File: config.mk
export PLATFORM = sky130hd
export DESIGN_NAME = masked_byte_pattern_scanner_flat
export DESIGN_NICKNAME = d
export VERILOG_FILES = /design/src/design/mbps_pkg.sv /design/src/design/mbps_ifs.sv /design/src/design/mbps_cfg_regs.sv /design/src/design/mbps_scan.sv /design/src/design/mbps_out_stage.sv /design/src/design/masked_byte_pattern_scanner.sv /design/src/flat_wrapper.sv
export VERILOG_INCLUDE_DIRS = /design/src /design/src/design
export SDC_FILE = /design/constraint.sdc
export NUM_CORES = 1
export LEC_CHECK = 0
export ABC_CLOCK_PERIOD_IN_PS = 5400
export BUFFER_PORTS_ARGS = -buffer_cell sky130_fd_sc_hd__buf_4
export CAP_MARGIN = 10
export CORE_MARGIN = 2
export CORE_UTILIZATION = 39
export DETAILED_ROUTE_END_ITERATION = 8
export GPL_TIMING_DRIVEN = 0
export PLACE_DENSITY = 0.67
export SLEW_MARGIN = 15
export SYNTH_ARGS = -nofsm -noshare
export SYNTH_HDL_FRONTEND = slang
export SYNTH_HIERARCHICAL = 1
export SYNTH_SLANG_ARGS = --single-unit
export TNS_END_PERCENT = 20
File: constraint.sdc
create_clock -name i_clk -period 5.4 [get_ports i_clk]
set_input_delay 0.54 -clock i_clk [delete_from_list [all_inputs] [get_ports i_clk]]
set_output_delay 0.54 -clock i_clk [all_outputs]
set_load 0.02 [all_outputs]
File: src/design/masked_byte_pattern_scanner_assert.svh
// Assertion macros shared by the scanner's assertion checks.
`ifndef MASKED_BYTE_PATTERN_SCANNER_ASSERT_SVH
`define MASKED_BYTE_PATTERN_SCANNER_ASSERT_SVH

// Same-cycle implication, disabled while reset is held.
`define MBPS_ASSERT_IMPL(label, clk, rst_n, ante, cons) \
    label: assert property (@(posedge clk) disable iff (!rst_n) (ante) |-> (cons)) \
        else $error("mbps assertion failed");

// Next-cycle implication, disabled while reset is held.
`define MBPS_ASSERT_NEXT(label, clk, rst_n, ante, cons) \
    label: assert property (@(posedge clk) disable iff (!rst_n) (ante) |=> (cons)) \
        else $error("mbps assertion failed");

`endif

File: src/design/mbps_pkg.sv
// Types and constants shared by the masked byte pattern scanner.
package mbps_pkg;

    localparam int PAT_BYTES = 16;
    localparam int ADDR_W    = 64;
    localparam int WORD_W    = 64;
    localparam int CARE_W    = 16;
    localparam int PLEN_W    = 5;
    localparam int REG_IDX_W = 3;

    localparam logic [PLEN_W-1:0] PLEN_RESET = 5'd1;

    // Configuration register indexes.
    typedef enum logic [REG_IDX_W-1:0] {
        REG_PAT_LO = 3'd0,
        REG_PAT_HI = 3'd1,
        REG_CARE   = 3'd2,
        REG_PLEN   = 3'd3,
        REG_BASE   = 3'd4
    } t_reg_idx;

    // Current configuration as seen by the datapath.
    typedef struct packed {
        logic [WORD_W-1:0] pat_lo;
        logic [WORD_W-1:0] pat_hi;
        logic [CARE_W-1:0] care;
        logic [PLEN_W-1:0] plen;
        logic [ADDR_W-1:0] base;
    } t_cfg;

endpackage

File: src/design/mbps_ifs.sv
// Channel interfaces of the masked byte pattern scanner.

// Byte stream input channel.
interface mbps_in_if;
    logic       valid;
    logic       ready;
    logic [7:0] data_byte;
    logic       last_byte;

    modport source (output valid, output data_byte, output last_byte, input ready);
    modport sink   (input valid, input data_byte, input last_byte, output ready);
endinterface

// Search result channel.
interface mbps_out_if;
    logic        valid;
    logic        ready;
    logic        found;
    logic [63:0] match_address;

    modport source (output valid, output found, output match_address, input ready);
    modport sink   (input valid, input found, input match_address, output ready);
endinterface

// Configuration write channel.
interface mbps_cfg_if;
    logic        valid;
    logic        ready;
    logic [2:0]  reg_index;
    logic [63:0] wr_data;

    modport source (output valid, output reg_index, output wr_data, input ready);
    modport sink   (input valid, input reg_index, input wr_data, output ready);
endinterface

File: src/design/mbps_cfg_regs.sv
// Configuration register file of the masked byte pattern scanner.
module mbps_cfg_regs
    import mbps_pkg::*;
(
    input  logic         i_clk,
    input  logic         i_rst_n,
    mbps_cfg_if.sink     i_cfg,
    output t_cfg         o_cfg
);

    t_cfg r_cfg;

    // Writes are always taken.
    assign i_cfg.ready = 1'b1;
    assign o_cfg       = r_cfg;

    // Register write decode; unknown indexes are dropped.
    always_ff @(posedge i_clk) begin
        if (!i_rst_n) begin
            r_cfg.pat_lo <= '0;
            r_cfg.pat_hi <= '0;
            r_cfg.care   <= '0;
            r_cfg.plen   <= PLEN_RESET;
            r_cfg.base   <= '0;
        end else if (i_cfg.valid) begin
            case (t_reg_idx'(i_cfg.reg_index))
                REG_PAT_LO: r_cfg.pat_lo <= i_cfg.wr_data;
                REG_PAT_HI: r_cfg.pat_hi <= i_cfg.wr_data;
                REG_CARE:   r_cfg.care   <= i_cfg.wr_data[CARE_W-1:0];
                REG_PLEN:   r_cfg.plen   <= i_cfg.wr_data[PLEN_W-1:0];
                REG_BASE:   r_cfg.base   <= i_cfg.wr_data;
                default: begin
                end
            endcase
        end
    end

endmodule

File: src/design/mbps_scan.sv
// Input register, sliding window, byte counter and parallel masked compare.
module mbps_scan
    import mbps_pkg::*;
#(
    parameter int MAX_PATTERN = 16,
    parameter int OFFSET_BITS = 32
) (
    input  logic                   i_clk,
    input  logic                   i_rst_n,
    input  t_cfg                   i_cfg,
    input  logic                   i_vld,
    input  logic [7:0]             i_byte,
    input  logic                   i_last,
    output logic                   o_rdy,
    output logic                   o_vld,
    output logic                   o_found,
    output logic [OFFSET_BITS-1:0] o_offset,
    input  logic                   i_rdy
);

    localparam int LW = $clog2(MAX_PATTERN + 1);
    localparam int IW = (MAX_PATTERN > 1) ? $clog2(MAX_PATTERN) : 1;

    // Input register.
    logic       r_s0_vld;
    logic [7:0] r_s0_byte;
    logic       r_s0_last;

    // Region state.
    logic [7:0]             r_win [MAX_PATTERN];
    logic [7:0]             n_win [MAX_PATTERN];
    logic [OFFSET_BITS-1:0] r_cnt;
    logic [OFFSET_BITS-1:0] n_cnt;
    logic                   r_done;

    // Result register.
    logic                   r_s1_vld;
    logic                   r_s1_found;
    logic [OFFSET_BITS-1:0] r_s1_off;

    logic                   adv0;
    logic                   s1_free;
    logic [LW-1:0]          len;
    logic                   len_zero;
    logic                   was_empty;
    logic [MAX_PATTERN-1:0] pos_ok;
    logic                   all_ok;
    logic                   hit;
    logic                   emit;
    logic [OFFSET_BITS-1:0] offset;
    logic [8*PAT_BYTES-1:0] pat_all;

    // Pipeline flow control.
    assign s1_free = !r_s1_vld || i_rdy;
    assign adv0    = r_s0_vld && s1_free;
    assign o_rdy   = !r_s0_vld || adv0;

    // Effective pattern length, capped at the window depth.
    assign len      = (32'(i_cfg.plen) > MAX_PATTERN) ? LW'(MAX_PATTERN) : LW'(i_cfg.plen);
    assign len_zero = (len == '0);
    assign pat_all  = {i_cfg.pat_hi, i_cfg.pat_lo};

    // Window after shifting in the current byte, newest at index 0.
    always_comb begin
        n_win[0] = r_s0_byte;
        for (int j = 1; j < MAX_PATTERN; j++) begin
            n_win[j] = r_win[j-1];
        end
    end

    // Saturating byte count.
    assign n_cnt     = (r_cnt == '1) ? r_cnt : r_cnt + 1'b1;
    assign was_empty = (r_cnt == '0);

    // Per pattern position: pattern byte k sits len-1-k places back in the window.
    for (genvar k = 0; k < MAX_PATTERN; k++) begin : g_pos
        logic [IW-1:0] idx;
        assign idx = IW'(len - LW'(k + 1));
        if (k < PAT_BYTES) begin : g_cared
            assign pos_ok[k] = (LW'(k) >= len) || !i_cfg.care[k]
                               || (n_win[idx] == pat_all[8*k +: 8]);
        end else begin : g_wild
            assign pos_ok[k] = 1'b1;
        end
    end

    assign all_ok = &pos_ok;

    // Match decision; an empty pattern matches on the first byte at offset zero.
    assign hit    = !r_done && (len_zero ? was_empty
                                         : ((n_cnt >= OFFSET_BITS'(len)) && all_ok));
    assign emit   = hit || (!r_done && r_s0_last);
    assign offset = len_zero ? '0 : n_cnt - OFFSET_BITS'(len);

    // Input register.
    always_ff @(posedge i_clk) begin
        if (!i_rst_n) begin
            r_s0_vld <= 1'b0;
        end else if (o_rdy) begin
            r_s0_vld <= i_vld;
        end
    end

    always_ff @(posedge i_clk) begin
        if (o_rdy && i_vld) begin
            r_s0_byte <= i_byte;
            r_s0_last <= i_last;
        end
    end

    // Region state: a final byte clears it, a finished region holds it.
    always_ff @(posedge i_clk) begin
        if (!i_rst_n) begin
            for (int j = 0; j < MAX_PATTERN; j++) begin
                r_win[j] <= '0;
            end
            r_cnt  <= '0;
            r_done <= 1'b0;
        end else if (adv0) begin
            if (r_s0_last) begin
                for (int j = 0; j < MAX_PATTERN; j++) begin
                    r_win[j] <= '0;
                end
                r_cnt  <= '0;
                r_done <= 1'b0;
            end else if (!r_done) begin
                r_win  <= n_win;
                r_cnt  <= n_cnt;
                r_done <= hit;
            end
        end
    end

    // Result register; items without a result leave it empty.
    always_ff @(posedge i_clk) begin
        if (!i_rst_n) begin
            r_s1_vld <= 1'b0;
        end else if (adv0) begin
            r_s1_vld <= emit;
        end else if (i_rdy) begin
            r_s1_vld <= 1'b0;
        end
    end

    always_ff @(posedge i_clk) begin
        if (adv0) begin
            r_s1_found <= hit;
            r_s1_off   <= offset;
        end
    end

    assign o_vld    = r_s1_vld;
    assign o_found  = r_s1_found;
    assign o_offset = r_s1_off;

endmodule

File: src/design/mbps_out_stage.sv
// Address formation and output register of the masked byte pattern scanner.
module mbps_out_stage
    import mbps_pkg::*;
#(
    parameter int OFFSET_BITS = 32
) (
    input  logic                   i_clk,
    input  logic                   i_rst_n,
    input  logic [ADDR_W-1:0]      i_base,
    input  logic                   i_vld,
    input  logic                   i_found,
    input  logic [OFFSET_BITS-1:0] i_offset,
    output logic                   o_rdy,
    mbps_out_if.source             o_out
);

    logic              r_vld;
    logic              r_found;
    logic [ADDR_W-1:0] r_addr;

    assign o_rdy = !r_vld || o_out.ready;

    always_ff @(posedge i_clk) begin
        if (!i_rst_n) begin
            r_vld <= 1'b0;
        end else if (o_rdy) begin
            r_vld <= i_vld;
        end
    end

    // A miss reports address zero.
    always_ff @(posedge i_clk) begin
        if (o_rdy && i_vld) begin
            r_found <= i_found;
            r_addr  <= i_found ? i_base + ADDR_W'(i_offset) : '0;
        end
    end

    assign o_out.valid         = r_vld;
    assign o_out.found         = r_found;
    assign o_out.match_address = r_addr;

endmodule

File: src/design/masked_byte_pattern_scanner.sv
// Throughput: one byte per cycle while the output is not stalled.
// A three-register pipeline (input, compare, address add) carries each result to the output.
// Bytes that cause no result leave no bubble at the output.
// Reset (synchronous, active low) clears the window, byte count and match flag,
// sets the pattern length to one and all other configuration registers to zero.
module masked_byte_pattern_scanner
    import mbps_pkg::*;
#(
    parameter int MAX_PATTERN = 16,
    parameter int OFFSET_BITS = 32
) (
    input  logic        i_clk,
    input  logic        i_rst_n,
    mbps_in_if.sink     i_in,
    mbps_out_if.source  o_out,
    mbps_cfg_if.sink    i_cfg
);

`include "masked_byte_pattern_scanner_assert.svh"

    t_cfg                   cfg_q;
    logic                   res_vld;
    logic                   res_found;
    logic [OFFSET_BITS-1:0] res_off;
    logic                   res_rdy;

    // Configuration registers.
    mbps_cfg_regs u_cfg (
        .i_clk   (i_clk),
        .i_rst_n (i_rst_n),
        .i_cfg   (i_cfg),
        .o_cfg   (cfg_q)
    );

    // Window, count and compare.
    mbps_scan #(
        .MAX_PATTERN (MAX_PATTERN),
        .OFFSET_BITS (OFFSET_BITS)
    ) u_scan (
        .i_clk    (i_clk),
        .i_rst_n  (i_rst_n),
        .i_cfg    (cfg_q),
        .i_vld    (i_in.valid),
        .i_byte   (i_in.data_byte),
        .i_last   (i_in.last_byte),
        .o_rdy    (i_in.ready),
        .o_vld    (res_vld),
        .o_found  (res_found),
        .o_offset (res_off),
        .i_rdy    (res_rdy)
    );

    // Address add and output register.
    mbps_out_stage #(
        .OFFSET_BITS (OFFSET_BITS)
    ) u_out (
        .i_clk    (i_clk),
        .i_rst_n  (i_rst_n),
        .i_base   (cfg_q.base),
        .i_vld    (res_vld),
        .i_found  (res_found),
        .i_offset (res_off),
        .o_rdy    (res_rdy),
        .o_out    (o_out)
    );

    // Input back-pressure only arises from a stalled, full output.
    `MBPS_ASSERT_IMPL(a_stall_source, i_clk, i_rst_n, !i_in.ready, o_out.valid && !o_out.ready)
    // A miss always reports address zero.
    `MBPS_ASSERT_IMPL(a_miss_addr, i_clk, i_rst_n, o_out.valid && !o_out.found, o_out.match_address == '0)
    // A result waiting in the compare stage moves on once the output frees up.
    `MBPS_ASSERT_NEXT(a_res_moves, i_clk, i_rst_n, res_vld && res_rdy, o_out.valid)

endmodule

File: src/flat_wrapper.sv
// flat-port wrapper written by rule: the top's interface ports become plain ports
module masked_byte_pattern_scanner_flat import mbps_pkg::*;
#(
    parameter int MAX_PATTERN = 16,
    parameter int OFFSET_BITS = 32
)
  (i_clk, i_rst_n, i_in_valid, i_in_data_byte, i_in_last_byte, i_in_ready, o_out_valid, o_out_found, o_out_match_address, o_out_ready, i_cfg_valid, i_cfg_reg_index, i_cfg_wr_data, i_cfg_ready);
  mbps_in_if i_in_i ();
  mbps_out_if o_out_i ();
  mbps_cfg_if i_cfg_i ();
  input  logic i_clk;
  input  logic i_rst_n;
  input wire logic [$bits(i_in_i.valid)-1:0] i_in_valid;
  input wire logic [$bits(i_in_i.data_byte)-1:0] i_in_data_byte;
  input wire logic [$bits(i_in_i.last_byte)-1:0] i_in_last_byte;
  output wire logic [$bits(i_in_i.ready)-1:0] i_in_ready;
  output wire logic [$bits(o_out_i.valid)-1:0] o_out_valid;
  output wire logic [$bits(o_out_i.found)-1:0] o_out_found;
  output wire logic [$bits(o_out_i.match_address)-1:0] o_out_match_address;
  input wire logic [$bits(o_out_i.ready)-1:0] o_out_ready;
  input wire logic [$bits(i_cfg_i.valid)-1:0] i_cfg_valid;
  input wire logic [$bits(i_cfg_i.reg_index)-1:0] i_cfg_reg_index;
  input wire logic [$bits(i_cfg_i.wr_data)-1:0] i_cfg_wr_data;
  output wire logic [$bits(i_cfg_i.ready)-1:0] i_cfg_ready;
  assign i_in_i.valid = i_in_valid;
  assign i_in_i.data_byte = i_in_data_byte;
  assign i_in_i.last_byte = i_in_last_byte;
  assign i_in_ready = i_in_i.ready;
  assign o_out_valid = o_out_i.valid;
  assign o_out_found = o_out_i.found;
  assign o_out_match_address = o_out_i.match_address;
  assign o_out_i.ready = o_out_ready;
  assign i_cfg_i.valid = i_cfg_valid;
  assign i_cfg_i.reg_index = i_cfg_reg_index;
  assign i_cfg_i.wr_data = i_cfg_wr_data;
  assign i_cfg_ready = i_cfg_i.ready;
  masked_byte_pattern_scanner #(.MAX_PATTERN(MAX_PATTERN), .OFFSET_BITS(OFFSET_BITS)) u_core (.i_clk(i_clk), .i_rst_n(i_rst_n), .i_in(i_in_i), .o_out(o_out_i), .i_cfg(i_cfg_i));
endmodule
==> results.cfg, run 1 <==
[sta]
max_slew_margin = 0.1735
skew_ps = 53.04
worst_slew_pin_slew_ps = 1205
period_share = 0.9978
max_freq_ghz = 0.1856
slew_violations = 0
finalHoldViolCount = 0
setup_violations = 0
setup_ws_ps = 11.82
setup_tns_ps = 0
fin_crit_ps = 5388

[detailed_routing]
drt_first_pass_iters = 8
avgRoutedWirePerCell_um = 31.55
via_per_inst = 6.282
drc = 0
drt_iter0_drc = 3939
detail_route.wirelength_mm = 156.5
vias = 31150
ant_nets = 0

[layout]
seqCellArea_mm2 = 0.01060
multi_input_area_mm2 = 0.02090
areaGrowthSynthToFinish_pct = 16.32
layout.nets = 3959
drive_above_1_share = 0.1700
fill_cells = 8065

[clock_network]
cts_root_buffer = clkbuf_16
clk_latency_ps = 650
clockBufferDepth = 3
path_clk_slew_ps = 60
htree_levels = 2
cts_made_buffers = 53
clock_sinks = 476
cts_tree = yes

[yosys]
synth_fp_nets = 3734
ys_dominant_reg_cell = dfxtp_1
ys_seq_elements = 476
synth_seq_area_share = 0.3243
synth-edff-count = 107
yosys_warnings = 6
avgSynthCellArea_um2 = 9.062
synth-async-reset-ratio = 0
synth_area_mm2 = 0.03269
synthCells = 3607
synth_cell_type_count = 114

[worst_setup_path]
critPathArrivalTime_ps = 5890
path_common_cell = buf_2
crit_path_start_kind = register
reg2reg_slack_ps = 10
cp.required_ps = 5900
critPathMaxFanout = 10
slowest_stage = or4_4
critical-path-top-delay-family = buffers and inverters
regToRegStartpoint = u_core/u_cfg/o_cfg[66]
crit_type = reg2reg
end_kind = register
r2r-end = u_core/u_scan/o_found
worst-path-buf-inv = 4
worst_path_largest_cell_delay_ps = 610
reg2reg_depth = 15
path_cells = buf_4, and3b_1, o21ai_1, buf_6, buf_2, buf_2, mux2i_2, mux2i_1, xor2_1, nor3_1, nand4_1, a31o_1, or4_4, a211oi_4, o21a_1

[worst_hold_path]
whs_path_depth = 1
min_from = i_in_data_byte[7]
holdPathEnd = u_core/u_scan/r_s0_byte[7]
hold_class = in2reg

[run]
cap_violations = 0

[run_status]
status = finished, final reports clean

[power_and_ir_drop]
peakVddDrop_mv = 0.2411
switching_share = 0.2899
comb_power_share = 0.158
p_leak_nw = 15.15
seq_power_share = 0.417
switchingPower_mw = 2.653
internal_power_mw = 6.496
p_clk_frac = 0.426
powerDensity_mw_per_mm2 = 240.6

[placement]
io_buffers = 147
dp_slack_ps = -2848
dpl.hpwl_mm = 122.6
gp_congestion = 1.066

[global_route]
grt_pass1_wl_mm = 217.7
use_met2 = 0.5244
grt-ovfl-total = 0
globalRouteMet3Util = 0.07458
gr-max-usage-layer = met2
grt_pass1_vias = 28740
antenna_found_initial = 3
grt_usage = 0.3539
grt_use_met1 = 0.4738
grt_max_degree = 62

[floorplan]
die_area_mm2 = 0.08615
rows = 106
core-area_mm2 = 0.08329
start_util = 0.3925
boundaryPins = 149
die_x_um = 293.5
fp.dieH_um = 293.5
-- cell families after synthesis --
logic type / Yosys count / share of synthesized area
adders and majority gates: 46 / 0.01807
muxes: 601 / 0.2095
xor gates and xnor gates: 248 / 0.06748
AOI/OAI and AO/OA: 726 / 0.1533
other: 1 / 0.0001147
buffers and inverters: 334 / 0.05122
DFF: 476 / 0.3243
and+or+nand+nor: 1175 / 0.1760
-- layout by cell type (no fill, tap or decap), types with 40 or more instances in the layout --
cell type / count
a21oi_1: 121
a22oi_1: 156
buf_2: 81
buf_4: 211
clkbuf_1: 122
clkbuf_16: 58
dfxtp_1: 367
edfxtp_1: 107
ha_1: 40
mux2_2: 45
mux2i_1: 459
mux4_2: 60
nand2_1: 483
nand3_1: 53
nand4_1: 46
nor2_1: 194
nor2b_1: 152
nor3_1: 54
o21ai_0: 96
o22ai_1: 44
xnor2_1: 132
xor2_1: 111
-- power by group through the flow --
stage                     registers (mW)  clock network [mW]  logic [mW]
after global placement              3.89                   0        1.32
after detailed placement            3.88                   0        1.33
after CTS                           3.81                3.95        1.39
final                               3.81                3.90        1.44
after global routing                3.81                4.10        1.51
after floorplan                     3.87                   0       0.802
-- layer usage --
metal | wire length, um | share of wire
met1 | 64470 | 0.41
met2 | 65380 | 0.42
met3 | 15570 | 0.099
met4 | 11030 | 0.071
met5 | 20 | 0.00013
-- what timing repair did --
| action | CTS | global route |
|---|---|---|
| resized for setup | 139 | 33 |
| pin swaps | 13 | 13 |
| buffers inserted | 12 | 11 |
| cloned | 1 | 0 |
| endpoints found under the setup margin | 35 | 14 |
| hold buffers | 0 | 0 |
-- worst max path at each step --
stage,from,end,slack (ps),depth (start not counted)
finish,u_core/u_cfg/o_cfg[66],u_core/u_scan/o_found,10,15
global placement,u_core/u_cfg/o_cfg[68],u_core/u_scan/o_found,-2910,20
CTS,u_core/u_cfg/o_cfg[68],u_core/u_scan/o_found,6,19
detailed placement,u_core/u_cfg/o_cfg[68],u_core/u_scan/o_found,-2850,20
floorplan,u_core/u_cfg/o_cfg[64],u_core/u_scan/o_found,480,21
global route,u_core/u_cfg/o_cfg[64],u_core/u_scan/o_found,-30,21
-- synthesized netlist by cell type (all sizes together) (53+ instances only) --
cell / instances / area, um2
nand3: 53 / 265.3
nand2: 483 / 1813
xor2: 112 / 980.9
nor3: 59 / 305.3
xnor2: 136 / 1225
dfxtp: 369 / 7387
clkbuf: 131 / 491.7
edfxtp: 107 / 3213
a21oi: 126 / 645.6
nor2b: 153 / 957.2
mux2: 55 / 619.4
nor2: 203 / 779.5
mux4: 60 / 1351
buf: 161 / 1025
o21ai: 120 / 608.1
a22oi: 156 / 1171
mux2i: 486 / 4877
-- registers in the layout (all words and copies together) (netlist names) --
name,flops
u_core/u_cfg/o_cfg,213
u_core/u_scan/n_win,120
u_core/u_out/o_out.match_address,64
u_core/u_scan/o_offset,32
u_core/u_scan/r_cnt,32
u_core/u_scan/r_s0_byte,8
u_core/u_out/o_out.found,1
u_core/u_out/o_out.valid,1
u_core/u_scan/o_found,1
u_core/u_scan/o_vld,1
u_core/u_scan/r_done,1
u_core/u_scan/r_s0_last,1
u_core/u_scan/r_s0_vld,1
-- final cells by class --
| type | instances | share of cell area |
|---|---|---|
| sequential | 476 | 0.2789 |
| buffer | 288 | 0.04495 |
| antenna | 2 | 0.0001316 |
| clock buffer | 69 | 0.04137 |
| tap | 1080 | 0.03554 |
| inverter | 42 | 0.004245 |
| clock inverter | 31 | 0.008885 |
| timing repair buffer | 174 | 0.03646 |
| multi-input combinational | 2797 | 0.5496 |
-- per-stage QoR --
step           total power, mW  hold slack [ps]  cell area, um2  std cells  utilization
2_1_floorplan            4.676            435.0           32690       3607            -
3_3_place_gp             5.211            444.2           35140       4834       0.4219
3_5_place_dp             5.216            457.3           35220       4837       0.4228
4_1_cts                  9.150            51.90           37800       4946       0.4538
5_1_grt                  9.426            57.63           38020       4957       0.4564
6_report                 9.149            69.73           38020       4959       0.4565
Power figures use the tool's default switching activity.
==> inputs of run 2 (changes only) <==
--- a/config.mk
+++ b/config.mk
@@ -9,7 +9,6 @@
 export ABC_CLOCK_PERIOD_IN_PS = 5400
 export BUFFER_PORTS_ARGS = -buffer_cell sky130_fd_sc_hd__buf_4
 export CAP_MARGIN = 10
-export CORE_MARGIN = 2
 export CORE_UTILIZATION = 39
 export DETAILED_ROUTE_END_ITERATION = 8
 export GPL_TIMING_DRIVEN = 0
==> results.cfg, run 2 (synthesis gave the netlist of run 1 again) <==
[run_status]
status = finished, violations left
violations = setup timing

[sta]
fin_crit_ps = 5554
setup_ws_ps = -153.6
max_freq_ghz = 0.1801
setup_violations = 3
slew_violations = 0
max_slew_margin = 0.1273
rsz0062_at_grt = true
setup_tns_ps = -344.6
period_share = 1.028
finalHoldViolCount = 0
worst_slew_pin_slew_ps = 1299
skew_ps = 36.28

[power_and_ir_drop]
peakVddDrop_mv = 0.2197
internal_power_mw = 6.415
switchingPower_mw = 2.621
p_clk_frac = 0.415
seq_power_share = 0.421
p_leak_nw = 15.09
switching_share = 0.2900
powerDensity_mw_per_mm2 = 237.3
comb_power_share = 0.163

[placement]
dpl_cell_area_mm2 = 0.03520
io_buffers = 147
dpl.hpwl_mm = 123.2
gp_congestion = 1.092
dp_slack_ps = -2984

[worst_setup_path]
path_common_cell = buf_2
crit_path_start_kind = register
cp.required_ps = 5900
critPathArrivalTime_ps = 6060
worst_path_largest_cell_delay_ps = 1000
slowest_stage = nor3_1
critPathMaxFanout = 10
path_cells = buf_2, buf_4, buf_2, inv_1, a21oi_2, nor2_1, nor3_1, xor2_1, o31ai_1, nand4_1, o311a_1, or4_4, a211oi_4, o21a_1
reg2reg_slack_ps = -150
crit_type = reg2reg
end_kind = register

[global_route]
grt_max_degree = 62
grt_pass1_vias = 28830
grt_usage = 0.3586
grt-ovfl-total = 0
antenna_found_initial = 3
grt_pass1_wl_mm = 219.0

[detailed_routing]
drt_first_pass_iters = 7
ant_nets = 0
drt_iter0_drc = 3724
via_per_inst = 6.241
drc = 0
detail_route.wirelength_mm = 156.9
vias = 30860
avgRoutedWirePerCell_um = 31.73

[layout]
final_common_cell = nand2_1
drive_above_1_share = 0.1711
seqCellArea_mm2 = 0.01061
postLayoutCellArea_mm2 = 0.03808
fill_cells = 7976
final_cell_mix = nand2_1, mux2i_1, dfxtp_1, buf_4, nor2_1
largest_register_ffs = 213
layout.nets = 3957
n_antenna_cell = 0
multi_input_area_mm2 = 0.02106
areaGrowthSynthToFinish_pct = 16.50

[clock_network]
clockBufferDepth = 3
cts_made_buffers = 52
cts_root_buffer = clkbuf_16
cts_tree = yes
htree_levels = 2
clk_latency_ps = 640
hold_buffers = 0
clock_sinks = 476
path_clk_slew_ps = 70

[floorplan]
start_util = 0.3962
rows = 105
fp.dieH_um = 291.5
die_x_um = 291.5
boundaryPins = 149
die_area_mm2 = 0.08498
core-area_mm2 = 0.08250

[run]
cap_violations = 0

[worst_hold_path]
hold_class = in2reg
[run 2: changes by cell type in the layout (fill, tap and decap cells not counted), sizes merged, moves of 2 or more]
cell | before | now
diode | 2 | 0
clkinv | 11 | 20
clkbuf | 199 | 195
inv | 53 | 43
bufinv | 3 | 5
[run 2: path summary, 6_finish.rpt]
kind	start	endpoint	cells past startpoint
max reg2reg	u_core/u_cfg/o_cfg[64]	u_core/u_scan/o_found	14
min	i_in_data_byte[7]	u_core/u_scan/r_s0_byte[7]	1
min reg2reg	u_core/u_cfg/o_cfg[82]	u_core/u_cfg/o_cfg[82]	2
max	u_core/u_cfg/o_cfg[64]	u_core/u_scan/o_found	14
[run 2: repair_timing]
item / in CTS / in global routing
cloned: 2 / 0
setup endpoints to repair: 35 / 12
setup buffers: 10 / 12
pin swaps: 15 / 12
gates resized for setup: 159 / 43
[run 2: worst max-delay path: cells and delay by family (launching register included)]
family | cells | cell delay (ps)
AOI/OAI and AO/OA | 5 | 1810
xor gates and xnor gates | 1 | 140
buffers and inverters | 4 | 1390
DFF | 1 | 370
and+or+nand+nor | 4 | 1690
[run 2: through the flow]
stage	std cells	util	power, mW	hold WS (ps)
6_report	4944	0.4616	9.036	72.80
5_1_grt	4944	0.4616	9.286	62.49
4_1_cts	4933	0.4580	9.013	56.56
3_5_place_dp	4828	0.4267	5.222	452.8
3_3_place_gp	4824	0.4258	5.217	447.5
2_1_floorplan	3607	-	4.676	435.0
[run 2: power by group through the flow]
stage,Combinational [mW],Sequential [mW],Clock (mW)
2_1_floorplan,0.802,3.87,0
5_1_grt,1.53,3.81,3.94
3_5_place_dp,1.34,3.88,0
6_report,1.47,3.81,3.75
3_3_place_gp,1.33,3.88,0
4_1_cts,1.41,3.81,3.80
[run 2: cell type report]
type | count | share of cell area
sequential | 476 | 0.2785
clock inverter | 31 | 0.008477
clock buffer | 67 | 0.03808
inverter | 42 | 0.004239
tap | 1070 | 0.03516
multi-input combinational | 2797 | 0.5530
timing repair buffer | 175 | 0.03752
buffer | 286 | 0.04498
[run 2: metal layers]
metal / up-vias / wire (um) / global-route usage
met1: 15090 / 64750 / 0.4717
li1: 13630 / - / -
met4: 0 / 10840 / 0.2071
met2: 1730 / 65470 / 0.5300
met5: - / 0 / 0
met3: 408 / 15840 / 0.09139
